`config.mk`:
```
export PLATFORM = sky130hd
export DESIGN_NAME = missing_value_linear_gap_fill
export DESIGN_NICKNAME = d
export VERILOG_FILES = /design/src/design/mvgf_pkg.sv /design/src/design/mvgf_div.sv /design/src/design/mvgf_datapath.sv /design/src/design/mvgf_ctrl.sv /design/src/design/mvgf_regs.sv /design/src/design/missing_value_linear_gap_fill.sv
export SDC_FILE = /design/constraint.sdc
export NUM_CORES = 1
export LEC_CHECK = 0
export ABC_AREA = 0
export BUFFER_PORTS_ARGS = -buffer_cell sky130_fd_sc_hd__buf_4
export CAP_MARGIN = 40
export CORE_UTILIZATION = 50
export DETAILED_ROUTE_END_ITERATION = 10
export MAX_ROUTING_LAYER = met4
export PLACE_DENSITY = 0.75
export SLEW_MARGIN = 20
export SYNTH_ARGS = -nofsm -noshare
export SYNTH_HDL_FRONTEND = slang
export SYNTH_SLANG_ARGS = --single-unit
```
`constraint.sdc`:
```
create_clock -name clk -period 6.55 [get_ports clk]
set_input_delay 1.31 -clock clk [delete_from_list [all_inputs] [get_ports clk]]
set_output_delay 1.31 -clock clk [all_outputs]
set_load 0.02 [all_outputs]
```
`src/design/mvgf_pkg.sv`:
```
// mvgf_pkg: shared constants and controller/datapath handshake structs
// for the missing-value linear gap filler. No dependencies.
`default_nettype none

package mvgf_pkg;

  localparam int GAP_BITS     = 6;
  localparam int CMP_BITS     = GAP_BITS + 1;
  localparam int REG_IDX_BITS = 2;

  localparam logic [REG_IDX_BITS-1:0] REG_MISSING_CODE = 2'd0;
  localparam logic [REG_IDX_BITS-1:0] REG_MAX_GAP      = 2'd1;
  localparam logic [REG_IDX_BITS-1:0] REG_FILL_ENDS    = 2'd2;

  localparam logic [GAP_BITS-1:0] MAX_GAP_RESET = 6'd63;

  typedef struct packed {
    logic accept;
    logic div_start;
    logic emit;
  } ctrl_cmd_t;

  typedef struct packed {
    logic need_div;
    logic has_out;
    logic div_done;
    logic emit_last;
    logic out_free;
  } dp_status_t;

endpackage

`default_nettype wire

```
`src/design/mvgf_div.sv`:
```
// mvgf_div: iterative floor divider, one quotient bit per cycle.
// Signed numerator, small unsigned divisor; no package dependency.
`default_nettype none

module mvgf_div #(
  parameter int SAMPLE_BITS = 32,
  parameter int MAX_GAP     = 63
) (
  input  wire logic                                  clk,
  input  wire logic                                  rst,
  input  wire logic                                  start,
  input  wire logic signed [SAMPLE_BITS:0]           num,
  input  wire logic [$clog2(MAX_GAP+2)-1:0]          den,
  output logic                                       done,
  output logic signed [SAMPLE_BITS+1:0]              quo,
  output logic [$clog2(MAX_GAP+2)-1:0]               rem
);

  localparam int DW   = SAMPLE_BITS + 1;
  localparam int QW   = SAMPLE_BITS + 2;
  localparam int CW   = $clog2(MAX_GAP + 2);
  localparam int CNTW = $clog2(DW);

  logic            busy;
  logic [CNTW-1:0] cnt;
  logic [CW-1:0]   part;
  logic [DW-1:0]   qsh;
  logic            neg;
  logic [CW-1:0]   dreg;

  logic [DW-1:0]   num_u;
  logic [DW-1:0]   mag;
  logic [CW:0]     trial;
  logic            ge;
  logic [QW-1:0]   q_pos;

  always_comb begin
    num_u = num;
    mag   = num[DW-1] ? (~num_u + DW'(1)) : num_u;
    trial = {part, qsh[DW-1]};
    ge    = trial >= {1'b0, dreg};
    q_pos = {1'b0, qsh};
  end

  always_ff @(posedge clk) begin
    if (rst) begin
      busy <= 1'b0;
      done <= 1'b0;
      cnt  <= '0;
    end else begin
      done <= 1'b0;
      if (start) begin
        busy <= 1'b1;
        cnt  <= '0;
        part <= '0;
        qsh  <= mag;
        neg  <= num[DW-1];
        dreg <= den;
      end else if (busy) begin
        part <= CW'(ge ? (trial - {1'b0, dreg}) : trial);
        qsh  <= {qsh[DW-2:0], ge};
        cnt  <= cnt + CNTW'(1);
        if (cnt == CNTW'(DW - 1)) begin
          busy <= 1'b0;
          done <= 1'b1;
        end
      end
    end
  end

  // floor correction for negative numerators
  always_comb begin
    if (neg && part != '0) begin
      quo = ~q_pos;
      rem = dreg - part;
    end else if (neg) begin
      quo = ~q_pos + QW'(1);
      rem = '0;
    end else begin
      quo = q_pos;
      rem = part;
    end
  end

endmodule

`default_nettype wire

```
`src/design/mvgf_datapath.sv`:
```
// mvgf_datapath: series state, run decode, interpolation stepping and
// the result register. Uses mvgf_pkg and instantiates mvgf_div.
`default_nettype none

module mvgf_datapath
  import mvgf_pkg::*;
#(
  parameter int SAMPLE_BITS = 32,
  parameter int MAX_GAP     = 63
) (
  input  wire logic                          clk,
  input  wire logic                          rst,
  input  wire ctrl_cmd_t                     cmd,
  output dp_status_t                         stat,
  input  wire logic signed [SAMPLE_BITS-1:0] sample,
  input  wire logic                          final_sample,
  input  wire logic [SAMPLE_BITS-1:0]        missing_code,
  input  wire logic [GAP_BITS-1:0]           max_gap,
  input  wire logic                          fill_ends,
  input  wire logic                          result_stall,
  output logic                               result_valid,
  output logic signed [SAMPLE_BITS-1:0]      value,
  output logic                               was_filled,
  output logic                               run_overflow,
  output logic                               run_last,
  output logic                               series_last
);

  localparam int SB = SAMPLE_BITS;
  localparam int DW = SAMPLE_BITS + 1;
  localparam int QW = SAMPLE_BITS + 2;
  localparam int CW = $clog2(MAX_GAP + 2);

  typedef enum logic [1:0] {
    MODE_INTERP = 2'd0,
    MODE_FILL   = 2'd1,
    MODE_MISS   = 2'd2
  } run_mode_t;

  // series state
  logic signed [SB-1:0] prior_valid, prior_valid_next;
  logic                 have_prior, have_prior_next;
  logic [CW-1:0]        held_run_count, held_run_count_next;
  logic                 run_released, run_released_next;

  // current job
  run_mode_t            mode;
  logic                 ovf;
  logic [CW-1:0]        run_rem;
  logic                 has_tail;
  logic                 fin;
  logic signed [SB-1:0] tailv;
  logic signed [SB-1:0] fillv;
  logic [CW-1:0]        den;
  logic signed [SB-1:0] acc_v;
  logic [CW-1:0]        acc_r;
  logic signed [QW-1:0] q_step;
  logic [CW-1:0]        r_step;

  // decode
  logic                 is_miss, cand, le_gap, held_full;
  run_mode_t            j_mode;
  logic                 j_ovf, j_tail, j_div;
  logic [CW-1:0]        j_cnt;

  // divider
  logic signed [DW-1:0] diff;
  logic                 div_done;
  logic signed [QW-1:0] div_quo;
  logic [CW-1:0]        div_rem;

  // stepping and result select
  logic [CW:0]          r_sum;
  logic                 wrap;
  logic [CW-1:0]        acc_r_n;
  logic [QW-1:0]        v_sum;
  logic signed [SB-1:0] acc_v_n;
  logic signed [SB-1:0] r_value;
  logic                 r_filled, r_ovf, r_last;

  always_comb begin
    is_miss   = $unsigned(sample) == missing_code;
    cand      = fill_ends && have_prior;
    le_gap    = CMP_BITS'(held_run_count) <= CMP_BITS'(max_gap);
    held_full = held_run_count == CW'(MAX_GAP);

    j_mode = MODE_MISS;
    j_ovf  = 1'b0;
    j_cnt  = '0;
    j_tail = 1'b0;
    j_div  = 1'b0;
    prior_valid_next    = prior_valid;
    have_prior_next     = have_prior;
    held_run_count_next = held_run_count;
    run_released_next   = run_released;

    if (!is_miss) begin
      j_tail              = 1'b1;
      prior_valid_next    = sample;
      have_prior_next     = 1'b1;
      held_run_count_next = '0;
      run_released_next   = 1'b0;
      if (!run_released && held_run_count != '0) begin
        j_cnt = held_run_count;
        if (have_prior && le_gap) begin
          j_mode = MODE_INTERP;
          j_div  = 1'b1;
        end else if (!have_prior && fill_ends && le_gap) begin
          j_mode = MODE_FILL;
        end
      end
    end else if (run_released) begin
      j_cnt = CW'(1);
      j_ovf = cand;
    end else if (final_sample) begin
      j_cnt = held_run_count + CW'(1);
      if (cand) begin
        j_mode = MODE_FILL;
      end
    end else if (!held_full) begin
      held_run_count_next = held_run_count + CW'(1);
    end else begin
      // capacity exceeded: release as missing
      j_cnt               = held_run_count + CW'(1);
      j_ovf               = cand;
      held_run_count_next = '0;
      run_released_next   = 1'b1;
    end

    if (final_sample) begin
      prior_valid_next    = '0;
      have_prior_next     = 1'b0;
      held_run_count_next = '0;
      run_released_next   = 1'b0;
    end

    diff = {sample[SB-1], sample} - {prior_valid[SB-1], prior_valid};
  end

  mvgf_div #(
    .SAMPLE_BITS (SAMPLE_BITS),
    .MAX_GAP     (MAX_GAP)
  ) u_div (
    .clk   (clk),
    .rst   (rst),
    .start (cmd.div_start),
    .num   (diff),
    .den   (held_run_count + CW'(1)),
    .done  (div_done),
    .quo   (div_quo),
    .rem   (div_rem)
  );

  always_ff @(posedge clk) begin
    if (rst) begin
      prior_valid    <= '0;
      have_prior     <= 1'b0;
      held_run_count <= '0;
      run_released   <= 1'b0;
    end else if (cmd.accept) begin
      prior_valid    <= prior_valid_next;
      have_prior     <= have_prior_next;
      held_run_count <= held_run_count_next;
      run_released   <= run_released_next;
    end
  end

  // remainder stepping: k*diff/D = k*q + carries of k*r mod D
  always_comb begin
    r_sum   = {1'b0, acc_r} + {1'b0, r_step};
    wrap    = r_sum >= {1'b0, den};
    acc_r_n = CW'(wrap ? (r_sum - {1'b0, den}) : r_sum);
    v_sum   = {{(QW-SB){acc_v[SB-1]}}, acc_v} + q_step + {{(QW-1){1'b0}}, wrap};
    acc_v_n = v_sum[SB-1:0];

    r_value  = tailv;
    r_filled = 1'b0;
    r_ovf    = 1'b0;
    if (run_rem != '0) begin
      unique case (mode)
        MODE_INTERP: begin
          r_value  = acc_v_n;
          r_filled = 1'b1;
        end
        MODE_FILL: begin
          r_value  = fillv;
          r_filled = 1'b1;
        end
        default: begin
          r_value = missing_code;
          r_ovf   = ovf;
        end
      endcase
    end
    r_last = (run_rem == '0) || (run_rem == CW'(1) && !has_tail);
  end

  always_ff @(posedge clk) begin
    if (cmd.accept) begin
      mode     <= j_mode;
      ovf      <= j_ovf;
      run_rem  <= j_cnt;
      has_tail <= j_tail;
      fin      <= final_sample;
      tailv    <= sample;
      fillv    <= is_miss ? prior_valid : sample;
      den      <= held_run_count + CW'(1);
      acc_v    <= prior_valid;
      acc_r    <= '0;
    end else if (cmd.emit && run_rem != '0) begin
      run_rem <= run_rem - CW'(1);
      acc_v   <= acc_v_n;
      acc_r   <= acc_r_n;
    end
    if (div_done) begin
      q_step <= div_quo;
      r_step <= div_rem;
    end
  end

  always_ff @(posedge clk) begin
    if (rst) begin
      result_valid <= 1'b0;
    end else if (cmd.emit) begin
      result_valid <= 1'b1;
    end else if (!result_stall) begin
      result_valid <= 1'b0;
    end
  end

  always_ff @(posedge clk) begin
    if (cmd.emit) begin
      value        <= r_value;
      was_filled   <= r_filled;
      run_overflow <= r_ovf;
      run_last     <= r_last;
      series_last  <= r_last && fin;
    end
  end

  always_comb begin
    stat.need_div  = j_div;
    stat.has_out   = j_tail || (j_cnt != '0);
    stat.div_done  = div_done;
    stat.emit_last = r_last;
    stat.out_free  = !result_valid || !result_stall;
  end

  a_held_bound: assert property (@(posedge clk) disable iff (rst)
    held_run_count <= CW'(MAX_GAP))
    else $error("held run count beyond capacity");

  a_released_empty: assert property (@(posedge clk) disable iff (rst)
    run_released |-> held_run_count == '0)
    else $error("released run still holds samples");

  a_emit_free: assert property (@(posedge clk) disable iff (rst)
    cmd.emit |-> (!result_valid || !result_stall))
    else $error("result register overwritten while stalled");

endmodule

`default_nettype wire

```
`src/design/mvgf_ctrl.sv`:
```
// mvgf_ctrl: one-hot sequencer for accept, divide and result emission.
// Uses mvgf_pkg command and status structs.
`default_nettype none

module mvgf_ctrl
  import mvgf_pkg::*;
(
  input  wire logic       clk,
  input  wire logic       rst,
  input  wire logic       sample_valid,
  output logic            sample_stall,
  input  wire dp_status_t stat,
  output ctrl_cmd_t       cmd
);

  typedef enum logic [2:0] {
    S_IDLE = 3'b001,
    S_DIV  = 3'b010,
    S_EMIT = 3'b100
  } state_t;

  state_t state, state_next;
  logic   accept;

  always_comb begin
    accept        = sample_valid && (state == S_IDLE);
    sample_stall  = state != S_IDLE;
    cmd.accept    = accept;
    cmd.div_start = accept && stat.need_div;
    cmd.emit      = (state == S_EMIT) && stat.out_free;

    state_next = state;
    unique case (state)
      S_IDLE: begin
        if (accept) begin
          if (stat.need_div) begin
            state_next = S_DIV;
          end else if (stat.has_out) begin
            state_next = S_EMIT;
          end
        end
      end
      S_DIV: begin
        if (stat.div_done) begin
          state_next = S_EMIT;
        end
      end
      S_EMIT: begin
        if (cmd.emit && stat.emit_last) begin
          state_next = S_IDLE;
        end
      end
      default: state_next = S_IDLE;
    endcase
  end

  always_ff @(posedge clk) begin
    if (rst) begin
      state <= S_IDLE;
    end else begin
      state <= state_next;
    end
  end

  a_div_entry: assert property (@(posedge clk) disable iff (rst)
    cmd.div_start |=> state == S_DIV)
    else $error("divide started without entering divide state");

endmodule

`default_nettype wire

```
`src/design/mvgf_regs.sv`:
```
// mvgf_regs: APB-style configuration registers (missing code, max gap,
// end fill). Uses mvgf_pkg register indexes.
`default_nettype none

module mvgf_regs
  import mvgf_pkg::*;
#(
  parameter int SAMPLE_BITS = 32,
  parameter int DATA_BITS   = 32,
  parameter int ADDR_BITS   = 4
) (
  input  wire logic                   clk,
  input  wire logic                   rst,
  input  wire logic                   psel,
  input  wire logic                   penable,
  input  wire logic                   pwrite,
  input  wire logic [ADDR_BITS-1:0]   paddr,
  input  wire logic [DATA_BITS-1:0]   pwdata,
  output logic [DATA_BITS-1:0]        prdata,
  output logic                        pready,
  output logic [SAMPLE_BITS-1:0]      missing_code,
  output logic [GAP_BITS-1:0]         max_gap,
  output logic                        fill_ends
);

  localparam int ADDR_LSB = ADDR_BITS - REG_IDX_BITS;

  logic [REG_IDX_BITS-1:0] idx;
  logic                    wr;

  assign idx    = paddr[ADDR_BITS-1:ADDR_LSB];
  assign wr     = psel && penable && pwrite;
  assign pready = 1'b1;

  always_ff @(posedge clk) begin
    if (rst) begin
      missing_code <= {1'b1, {(SAMPLE_BITS-1){1'b0}}};
      max_gap      <= MAX_GAP_RESET;
      fill_ends    <= 1'b0;
    end else if (wr) begin
      unique case (idx)
        REG_MISSING_CODE: missing_code <= pwdata[SAMPLE_BITS-1:0];
        REG_MAX_GAP:      max_gap      <= pwdata[GAP_BITS-1:0];
        REG_FILL_ENDS:    fill_ends    <= pwdata[0];
        default: ;
      endcase
    end
  end

  always_comb begin
    unique case (idx)
      REG_MISSING_CODE: prdata = DATA_BITS'(missing_code);
      REG_MAX_GAP:      prdata = DATA_BITS'(max_gap);
      REG_FILL_ENDS:    prdata = DATA_BITS'(fill_ends);
      default:          prdata = '0;
    endcase
  end

endmodule

`default_nettype wire

```
`src/design/missing_value_linear_gap_fill.sv`:
```
// missing_value_linear_gap_fill: streaming linear gap filler, top level.
// Uses mvgf_pkg; instantiates mvgf_regs, mvgf_ctrl and mvgf_datapath.
//
//  channel  | handshake                      | payload
//  ---------+--------------------------------+-------------------------------------
//  input    | sample_valid / sample_stall    | sample, final_sample
//  result   | result_valid / result_stall    | value, was_filled, run_overflow,
//           |                                | run_last, series_last
//  config   | psel, penable, pwrite, pready  | paddr, pwdata, prdata
//
// A held missing sample produces no result; a valid sample with no open run
// produces one. A closed run of L samples yields L results and then the closing
// sample, after the bit-serial floor divider when the run is interpolated.
// Results leave one beat per cycle from the result register while the result
// channel is not stalled; the next beat of input is taken once the last result
// of the current beat is loaded there. Synchronous reset, no clearing pass.
`default_nettype none

module missing_value_linear_gap_fill
  import mvgf_pkg::*;
#(
  parameter int MAX_GAP     = 63,
  parameter int SAMPLE_BITS = 32,
  localparam int DATA_BITS  = (SAMPLE_BITS > 32) ? 64 : 32,
  localparam int ADDR_BITS  = ((SAMPLE_BITS > 32) ? 3 : 2) + REG_IDX_BITS
) (
  input  wire logic                          clk,
  input  wire logic                          rst,
  input  wire logic                          sample_valid,
  output logic                               sample_stall,
  input  wire logic signed [SAMPLE_BITS-1:0] sample,
  input  wire logic                          final_sample,
  output logic                               result_valid,
  input  wire logic                          result_stall,
  output logic signed [SAMPLE_BITS-1:0]      value,
  output logic                               was_filled,
  output logic                               run_overflow,
  output logic                               run_last,
  output logic                               series_last,
  input  wire logic                          psel,
  input  wire logic                          penable,
  input  wire logic                          pwrite,
  input  wire logic [ADDR_BITS-1:0]          paddr,
  input  wire logic [DATA_BITS-1:0]          pwdata,
  output logic [DATA_BITS-1:0]               prdata,
  output logic                               pready
);

  logic [SAMPLE_BITS-1:0] missing_code;
  logic [GAP_BITS-1:0]    max_gap;
  logic                   fill_ends;
  ctrl_cmd_t              cmd;
  dp_status_t             stat;

  mvgf_regs #(
    .SAMPLE_BITS (SAMPLE_BITS),
    .DATA_BITS   (DATA_BITS),
    .ADDR_BITS   (ADDR_BITS)
  ) u_regs (
    .clk          (clk),
    .rst          (rst),
    .psel         (psel),
    .penable      (penable),
    .pwrite       (pwrite),
    .paddr        (paddr),
    .pwdata       (pwdata),
    .prdata       (prdata),
    .pready       (pready),
    .missing_code (missing_code),
    .max_gap      (max_gap),
    .fill_ends    (fill_ends)
  );

  mvgf_ctrl u_ctrl (
    .clk          (clk),
    .rst          (rst),
    .sample_valid (sample_valid),
    .sample_stall (sample_stall),
    .stat         (stat),
    .cmd          (cmd)
  );

  mvgf_datapath #(
    .SAMPLE_BITS (SAMPLE_BITS),
    .MAX_GAP     (MAX_GAP)
  ) u_dp (
    .clk          (clk),
    .rst          (rst),
    .cmd          (cmd),
    .stat         (stat),
    .sample       (sample),
    .final_sample (final_sample),
    .missing_code (missing_code),
    .max_gap      (max_gap),
    .fill_ends    (fill_ends),
    .result_stall (result_stall),
    .result_valid (result_valid),
    .value        (value),
    .was_filled   (was_filled),
    .run_overflow (run_overflow),
    .run_last     (run_last),
    .series_last  (series_last)
  );

endmodule

`default_nettype wire
```
After elaboration in Yosys (flattened, before gate mapping) --
Cells that the tools add are included.
Operators by class: bitwise logic cells 5, add/sub/neg operators 12, multiplexer cells 61, equality and inequality tests 18, $lt $le $gt $ge 3, reductions and logical operators 44
Operators by type and width (number):
- 32-bit 2-to-1 mux | 7
- 7-bit 2-to-1 mux | 16
- 33-bit 2-to-1 mux | 3
- 32-bit case mux with 3 select lines | 1
- 32-bit case mux with 2 select lines | 1
- 33-bit by 1-bit adder with 33-bit output (second input constant) | 1
- 33-bit inverter | 1
- 32-bit by 32-bit subtractor with 33-bit output | 1
- 32-bit by 1-bit adder with 32-bit output | 1
- 32-bit by 1-bit adder with 32-bit output (second input constant) | 1
- 32-bit adder | 1
- 32-bit == test | 1
- 32-bit inverter | 1
- 7-bit nonzero test | 4
- 7-bit subtractor | 3
- 1-bit 2-to-1 mux | 20
- 8-bit by 7-bit >= comparator with 1-bit output | 2
- 1-bit logical AND | 15
- 3-bit 2-to-1 mux | 5
- 2-bit 2-to-1 mux | 7
- 2-bit AND reduction | 7
- 3-bit case mux with 3 select lines | 1
- 7-bit by 7-bit adder with 8-bit output | 1
- 7-bit by 1-bit adder with 7-bit output (second input constant) | 1
- 25 further kinds | 41
Word-level totals: logic and storage cells 176, flip-flop bits (word level) 337, input port bits 76

Logic depth before layout (Yosys ltp) --
Gate-level depths: netlist of run 1.
depth after elaboration 11, depth in mapped cells 27, mapped depth without buffers 26

Hierarchy --
From an unflattened synthesis of run 1, not the netlist that was laid out.
Unflattened totals: cell total of the unflattened synthesis 2150, area total of the unflattened synthesis 20851.2 µm²
Modules (own cells, without submodules):
- mvgf_datapath | cells each 1411, area an instance 14133.6 µm², times used 1
- mvgf_div | cells each 492, area an instance 4448.0 µm², times used 1
- mvgf_regs | cells each 217, area an instance 2048.2 µm², times used 1
- mvgf_ctrl | cells each 30, area an instance 221.5 µm², times used 1

Worst setup path before layout of run 1 --
Ideal clock, no wire load.
kind reg-to-reg, start reg u_dp.r_step[0], end reg u_dp.value[25], data pin, stages on the path, launching flop included 24, library setup time 270 ps, buffers on the path 1, path slack 1074 ps, arrival time 5206 ps, cells stage by stage edfxtp_1 > ha_1 > fa_1 > fa_1 > a21o_1 > a21oi_1 > o21bai_1 > a21oi_1 > o21ai_0 > a21oi_1 > o21ai_0 > clkbuf_1 > inv_1 > fa_1 > nor2b_1 > o21a_1 > a311o_1 > a211oi_1 > o2111ai_1 > a41oi_1 > o21bai_1 > xnor2_1 > mux2i_1 > a21oi_1
On the way: cells in the longest elaborated chain, start to end 5
RTL lines:
- start, declared | RTL line mvgf_datapath.sv:58 | logic [CW-1:0] r_step;
- start signal, assigned | RTL line mvgf_datapath.sv:217 | r_step <= div_rem;
- 7-bit by 7-bit adder with 8-bit output | RTL line mvgf_datapath.sv:170 | r_sum = {1'b0, acc_r} + {1'b0, r_step};
- 8-bit by 7-bit >= comparator with 1-bit output | RTL line mvgf_datapath.sv:171 | wrap = r_sum >= {1'b0, den};
- 32-bit by 1-bit adder with 32-bit output | RTL line mvgf_datapath.sv:173 | v_sum = {{(QW-SB){acc_v[SB-1]}}, acc_v} + q_step + {{(QW-1){1'b0}}, wrap};
- 32-bit case mux with 2 select lines | RTL line mvgf_datapath.sv:180 | unique case (mode)
- 32-bit 2-to-1 mux | RTL line mvgf_datapath.sv:179 | if (run_rem != '0) begin
- via u_dp.r_value[25] | RTL line mvgf_datapath.sv:78 | logic signed [SB-1:0] r_value;
- end signal, assigned | RTL line mvgf_datapath.sv:233 | value <= r_value;
- end, declared | RTL line mvgf_datapath.sv:22 | output logic signed [SAMPLE_BITS-1:0] value,
The timed path passes the listed nets, and every way through them passes these cells. A chain may end at the register's enable or synchronous reset.

Final worst setup path of run 1 --
start reg u_dp.r_step[0], end reg u_dp.acc_v[30], data pin
On the way: cells in the longest elaborated chain, start to end 5
RTL lines:
- 7-bit by 7-bit adder with 8-bit output | RTL line mvgf_datapath.sv:170
- 8-bit by 7-bit >= comparator with 1-bit output | RTL line mvgf_datapath.sv:171
- 32-bit by 1-bit adder with 32-bit output | RTL line mvgf_datapath.sv:173
- 32-bit 2-to-1 mux | RTL line mvgf_datapath.sv:210 | end else if (cmd.emit && run_rem != '0) begin
- 32-bit 2-to-1 mux | RTL line mvgf_datapath.sv:199 | if (cmd.accept) begin
- end signal, assigned | RTL line mvgf_datapath.sv:208 | acc_v <= prior_valid;
- end signal, assigned | RTL line mvgf_datapath.sv:212 | acc_v <= acc_v_n;
- end, declared | RTL line mvgf_datapath.sv:55 | logic signed [SB-1:0] acc_v;
Every way passes these cells. The select of a mux whose other input is x is not followed.

==> metrics.txt, run 1 <==
status=completed; Seq/Total Area, Yosys=between 40% and 50%; Main synth FF type=edfxtp_1; total core area=around 40000 um^2; effective utilization at floorplan=about 50%; final std cells w/o fill=2850; I/O pin count=around 150; synth top area cells=edfxtp_1 35%, dfxtp_1 9.8%, ha_1 6.4%; initial antenna violation count=0; Post-synth EDFFs=around 240; CTS resizes=0; PwrDens=approximately 270 nW/um^2; Die Footprint=roughly 41000 um^2; critical setup path kind=reg2reg; most frequent cells after synthesis=278 x nand2_1, 238 x edfxtp_1, 184 x o21ai_0; Vias/cell=about 6; Hold/Removal Path Class=reg2reg; clk buf depth=3; via count=roughly 17000; top-area cell type share of the netlist area=between 30 and 40%; Post-Synthesis Cell Area=20200 um^2; # setup viols final=0; first-pass GRT wire length=around 86000 um; setup slack, reg-to-reg=about 0.42 ns; CTS tree=yes; CP arrival=6.37 ns; drt wl/cell=~19 um; Seq cells post-synth=roughly 340; clock transition at the registers of the reported paths=about 0.060 ns; die extent in y=about 200 um; RePlAce Congestion=0.948; # clock sinks=around 340; TNS Setup=0 ns; largest net degree at the start of global routing=a little over 80; Port Buffers=approximately 140; H-tree levels=2; Max Fclk=~160 MHz; critical-path maximum fanout=3; DRC viols=0; Rows=73; Global Route Usage Sum=a little over a quarter; WL final=55300 um; syn_nets=2369; Pins Over Slew Limit=0; Async S/R FF share, synth=0%; root buf cell=clkbuf_16; Yosys cell types=71; Clock Skews=~0.022 ns; final hold violation count=0; Synth Instances=~2200; chip width=203 um; Layout Area Growth over Synthesis=14.8%; Tmin final=6.13 ns; Tcrit/Tclk final=between 90% and 100%; syn_area_per_cell=between 9 and 10 um^2; area leader, netlist=edfxtp_1; worst setup margin=around 0.42 ns; grt total ovfl=0; fraction of layout cells with a size suffix above 1=about 12%; cts hold-fix bufs=0; drt first-iter violations=roughly 1700; Final ANT Viol Nets=0; WHS=0.489 ns; Max IR drop VDD=0.187 mV; startpoint types=register; postcts setup bufs=0; Slew @ Worst Pin=0.832 ns; Rel. slew slack=between 40 and 50%; Final HPWL DP=41200 um; total power=roughly 6.4 mW; FILL cells=roughly 3400; cell with the most instances after synthesis=nand2_1; Max Cap Violations=0; n_diodes=0; RSZ-0062 raised after global routing=false; layout net count=roughly 2500; worst skew pair latency=0.53 ns; vias in the first global route=approximately 16000; pre-CTS setup slack=0.501 ns; Setup crit end kind=register; Post-Place Cells=roughly 2800; WP data required=between 6 and 7 ns; Yosys Warn Count=0; P_leak=a little under 9 nW; iteration count of the initial detailed-routing pass=5; CTS buffer count=38
-- cells in the final DEF, fill, tap and decap left out, drive strengths merged, types with 57 or more instances in the layout --
cell,netlist,layout
dfxtp,99,99
o21ai,186,186
clkbuf,100,57
nor2,182,182
a21oi,169,169
nand2,278,278
buf,5,178
xnor2,128,128
inv,107,108
ha,103,103
edfxtp,238,238
-- state kept, by name, indices dropped and copies added, names as in the netlist, 2 cells and up --
signal and count:
u_dp.u_div.qsh 33, u_dp.acc_v 32, u_dp.fillv 32, u_dp.prior_valid 32, u_dp.q_step 32, u_dp.tailv 32
u_dp.value 32, u_regs.missing_code 32, u_dp.acc_r 7, u_dp.den 7, u_dp.held_run_count 7, u_dp.r_step 7
u_dp.run_rem 7, u_dp.u_div.dreg 7, u_dp.u_div.part 7, u_dp.u_div.cnt 6, u_regs.max_gap 6, u_ctrl.state 3
u_dp.mode 2
-- logic make-up (layout without fill, tap and decap cells) --
| family | after synthesis | count (layout) | synth area share, % |
|---|---|---|---|
| compound gates | 596 | 596 | 18.1 |
| xor+xnor | 173 | 173 | 7.50 |
| fa+ha+maj | 110 | 110 | 7.07 |
| buf+inv | 214 | 356 | 3.99 |
| flops | 337 | 337 | 45.2 |
| mux | 30 | 30 | 1.50 |
| other cells | 1 | 1 | 0.0186 |
| simple gates | 722 | 722 | 16.6 |
-- worst paths after layout --
kind                                        to  depth (start not counted)      startpoint
worst max-delay path            u_dp.acc_v[30]                         26  u_dp.r_step[0]
worst min-delay path             u_dp.acc_r[6]                          2   u_dp.acc_r[6]
worst max register to register  u_dp.acc_v[30]                         26  u_dp.r_step[0]
worst min register to register   u_dp.acc_r[6]                          2   u_dp.acc_r[6]
-- metrics by stage --
| step | util, % | cell area [um^2] |
|---|---|---|
| detailed placement | 55.1 | 22000 |
| finish | 58.2 | 23200 |
| global route | 58.2 | 23200 |
| floorplan | - | 20200 |
| global placement | 54.7 | 21800 |
| CTS | 58.2 | 23200 |
-- critical path, stage by stage (launching register included) --
cell,delay [ns]
edfxtp_1,0.36
ha_1,0.24
fa_1,0.41
a21oi_1,0.17
nor2_1,0.06
nor2_1,0.16
xnor2_1,0.11
ha_1,0.32
inv_1,0.07
o21bai_1,0.15
a21oi_1,0.11
o21ai_0,0.10
a21oi_1,0.11
o21ai_0,0.12
inv_1,0.09
fa_1,0.45
fa_1,0.43
nor2b_1,0.19
o21a_1,0.16
o21ai_0,0.13
a2111oi_0,0.47
a21oi_1,0.19
a31o_2,0.28
o21ai_0,0.42
a221oi_1,0.17
xor2_1,0.27
o21ai_0,0.11
-- layer usage --
layer	GRT usage, %	wire, um	up-vias
met5	-	0	-
met4	7.76	1470	0
met3	3.58	4280	96
met2	41.3	24500	638
met1	37.9	25100	7968
li1	-	-	8088
-- power by group --
group          total, mW  internal (mW)  switching [mW]
clock network       2.14           1.26           0.875
logic               1.65          0.629            1.03
registers           2.56           2.49          0.0718
total               6.35           4.38            1.97
-- cell type report --
| type | instances | area (um^2) | area share, % |
|---|---|---|---|
| clock inverter | 11 | 126 | 0.545 |
| clock buffer | 57 | 1110 | 4.81 |
| inverter | 109 | 412 | 1.77 |
| tap | 525 | 657 | 2.83 |
| multi-input combinational | 1632 | 10300 | 44.5 |
| timing repair buffer | 179 | 1440 | 6.20 |
| sequential | 337 | 9130 | 39.4 |
Note: power is estimated with default switching activity, not from simulation.
==> inputs of run 2 (changes only) <==
- PLACE_DENSITY: 0.75 -> 0.7
==> metrics.txt, run 2 (synthesis gave the netlist of run 1 again) <==
largest net degree at the start of global routing=81 (unchanged); CTS buffer count=39 (+2.6%); RSZ-0062 raised after global routing=false; effective utilization at floorplan=50.7% (unchanged); critical-path maximum fanout=3 (unchanged); DRC viols=0 (unchanged); total core area=39800 um^2 (unchanged); Die Footprint=41200 um^2 (unchanged); Tcrit/Tclk final=92.3% (-1.2 points); setup slack, reg-to-reg=0.50 ns (+0.08 ns); Reg-to-Reg End=u_dp.value[30]; Placed Area=21900 um^2 (-0.11%); # clock sinks=337 (unchanged); clock transition at the registers of the reported paths=0.06 ns (about the same); worst skew pair latency=0.54 ns (about the same); CTS resizes=0 (unchanged); Largest Register=u_dp.u_div.qsh; Tmin final=6.05 ns (-0.0777 ns); critical setup path kind=reg2reg; min-delay src=u_dp.acc_r[4]; chip width=203 um (unchanged); Routed met3 length=4080 um (-4.5%); drt first-iter violations=1678 (-1.8%); Layout Area Growth over Synthesis=15.1%; CTS tree=yes; FILL cells=3432 (+2.0%); via count=16700 (-0.54%); Slew @ Worst Pin=0.810 ns (-0.0219 ns); Max Cap Violations=0 (unchanged); Pins Over Slew Limit=0 (unchanged); first-pass GRT wire length=85600 um (-0.49%); WL final=55100 um (-0.38%); status=completed; met2 wire length=24500 um (+0.19%); fraction of layout cells with a size suffix above 1=11.7% (+0.20 points); TNS Setup=0 ns (unchanged); Max Fclk=165 MHz (+1.3%); Vias/cell=5.86 (-0.61%); Hold Path Stages=2 (unchanged); cts hold-fix bufs=0 (unchanged); root buf cell=clkbuf_16; final instance area=23300 um^2 (+0.26%); Hold/Removal Path Class=reg2reg; most common cell after layout, fill and taps aside=nand2_1; H-tree levels=2 (unchanged); Final ANT Viol Nets=0 (unchanged); RePlAce Congestion=0.960 (+1.3%); drt wl/cell=19.3 um (-0.45%); clk buf depth=3 (unchanged); startpoint types=register; Max IR drop VDD=0.163 mV (-13%); iteration count of the initial detailed-routing pass=6 (+1); Clock Skews=0.0134 ns (-0.00849 ns); CP arrival=6.32 ns (-0.05 ns); P_leak=8.95 nW (+0.13%); n_diodes=0 (unchanged); number of flip-flops in the largest register=33 (unchanged); DRT met1 WL=25700 um (+2.1%); Setup crit end kind=register; Port Buffers=143 (unchanged); vias in the first global route=15557 (-2.8%); Global Route Usage Sum=27.2% (about the same); postcts setup bufs=0 (unchanged); initial antenna violation count=0 (unchanged); Reg2Reg Depth=26 (unchanged); final hold violation count=0 (unchanged); die extent in y=203 um (unchanged); Min-Delay Endpoint=u_dp.acc_r[4]; worst reg2reg path startpoint=u_dp.r_step[0]; top layer in use=met4; # setup viols final=0 (unchanged); register area=9130 um^2 (unchanged); Final HPWL DP=41100 um (-0.23%); Rows=73 (unchanged); WHS=0.484 ns (-0.00529 ns); grt total ovfl=0 (unchanged); WP data required=6.82 ns (+0.03 ns); I/O pin count=147 (unchanged); PwrDens=277 nW/um^2 (+1.3%); total power=6.45 mW (+1.5%); leading cell types in the layout, fill and taps excluded=276 x nand2_1, 238 x edfxtp_1, 184 x o21ai_0, 178 x nor2_1, 171 x buf_4; area of the multi-input gates=10300 um^2 (about the same); Rel. slew slack=46.0% (+1.8 points); layout net count=2483 (unchanged)
## run 2: cell count changes in the layout (fill, tap and decap cells not counted), sizes merged
cell          change
clkbuf            -5
buf               -2
clkinvlp          +6
inv               +2
dlymetal6s2s      +1
clkinv            -2
bufinv            +2
## run 2: worst max-delay path, cell delays in order, from the launching register on
cell and delay [ns]:
edfxtp_1 0.37, ha_1 0.24, fa_1 0.40, a21oi_1 0.16
nor2_1 0.05, nor2_1 0.16, xnor2_1 0.11, ha_1 0.31
inv_1 0.07, o21bai_1 0.15, a21oi_1 0.11, o21ai_0 0.09
a21oi_1 0.11, o21ai_0 0.18, inv_1 0.12, fa_1 0.45
fa_1 0.44, nor2b_1 0.13, o21a_1 0.15, o21ai_0 0.14
a2111oi_1 0.48, a21oi_1 0.19, a31o_2 0.27, o21ai_0 0.36
a221oi_1 0.15, xor2_1 0.27, o21ai_0 0.13
## run 2: worst max-delay path by stage
stage              startpoint              to  slack (ns)  depth (start not counted)
6_report       u_dp.r_step[0]  u_dp.value[30]        0.50                         26
5_1_grt        u_dp.r_step[0]  u_dp.acc_v[30]        0.03                         26
4_1_cts        u_dp.r_step[0]  u_dp.value[30]        0.47                         26
3_5_place_dp   u_dp.r_step[0]  u_dp.acc_v[30]        0.49                         26
3_3_place_gp   u_dp.r_step[0]  u_dp.value[30]        0.50                         26
2_1_floorplan  u_dp.r_step[0]  u_dp.value[25]        1.07                         23
## run 2: per-layer routing
| metal | up-vias | GRT usage, % |
|---|---|---|
| li1 | 8095 | - |
| met4 | 0 | 5.61 |
| met5 | - | - |
| met1 | 7910 | 39.0 |
| met3 | 69 | 3.58 |
| met2 | 626 | 41.2 |
## run 2: final cells by class
class	count	area share, %
tap	525	2.82
clock inverter	19	1.02
clock buffer	52	4.63
inverter	109	1.77
multi-input combinational	1632	44.4
timing repair buffer	178	6.12
sequential	337	39.3
## run 2: where the power goes
| group | switching [mW] | total (mW) | leakage [nW] | internal [mW] |
|---|---|---|---|---|
| sequential | 0.0737 | 2.56 | 3.00 | 2.49 |
| combinational | 1.02 | 1.65 | 5.33 | 0.632 |
| clock | 0.911 | 2.24 | 0.618 | 1.33 |
## run 2: metrics by stage
step | std cells | util (%) | worst slack (ns)
6_report | 2852 | 58.4 | 0.501
5_1_grt | 2852 | 58.4 | 0.0265
4_1_cts | 2851 | 58.4 | 0.468
3_5_place_dp | 2780 | 55.1 | 0.491
3_3_place_gp | 2774 | 54.7 | 0.501
2_1_floorplan | 2183 | - | 1.07
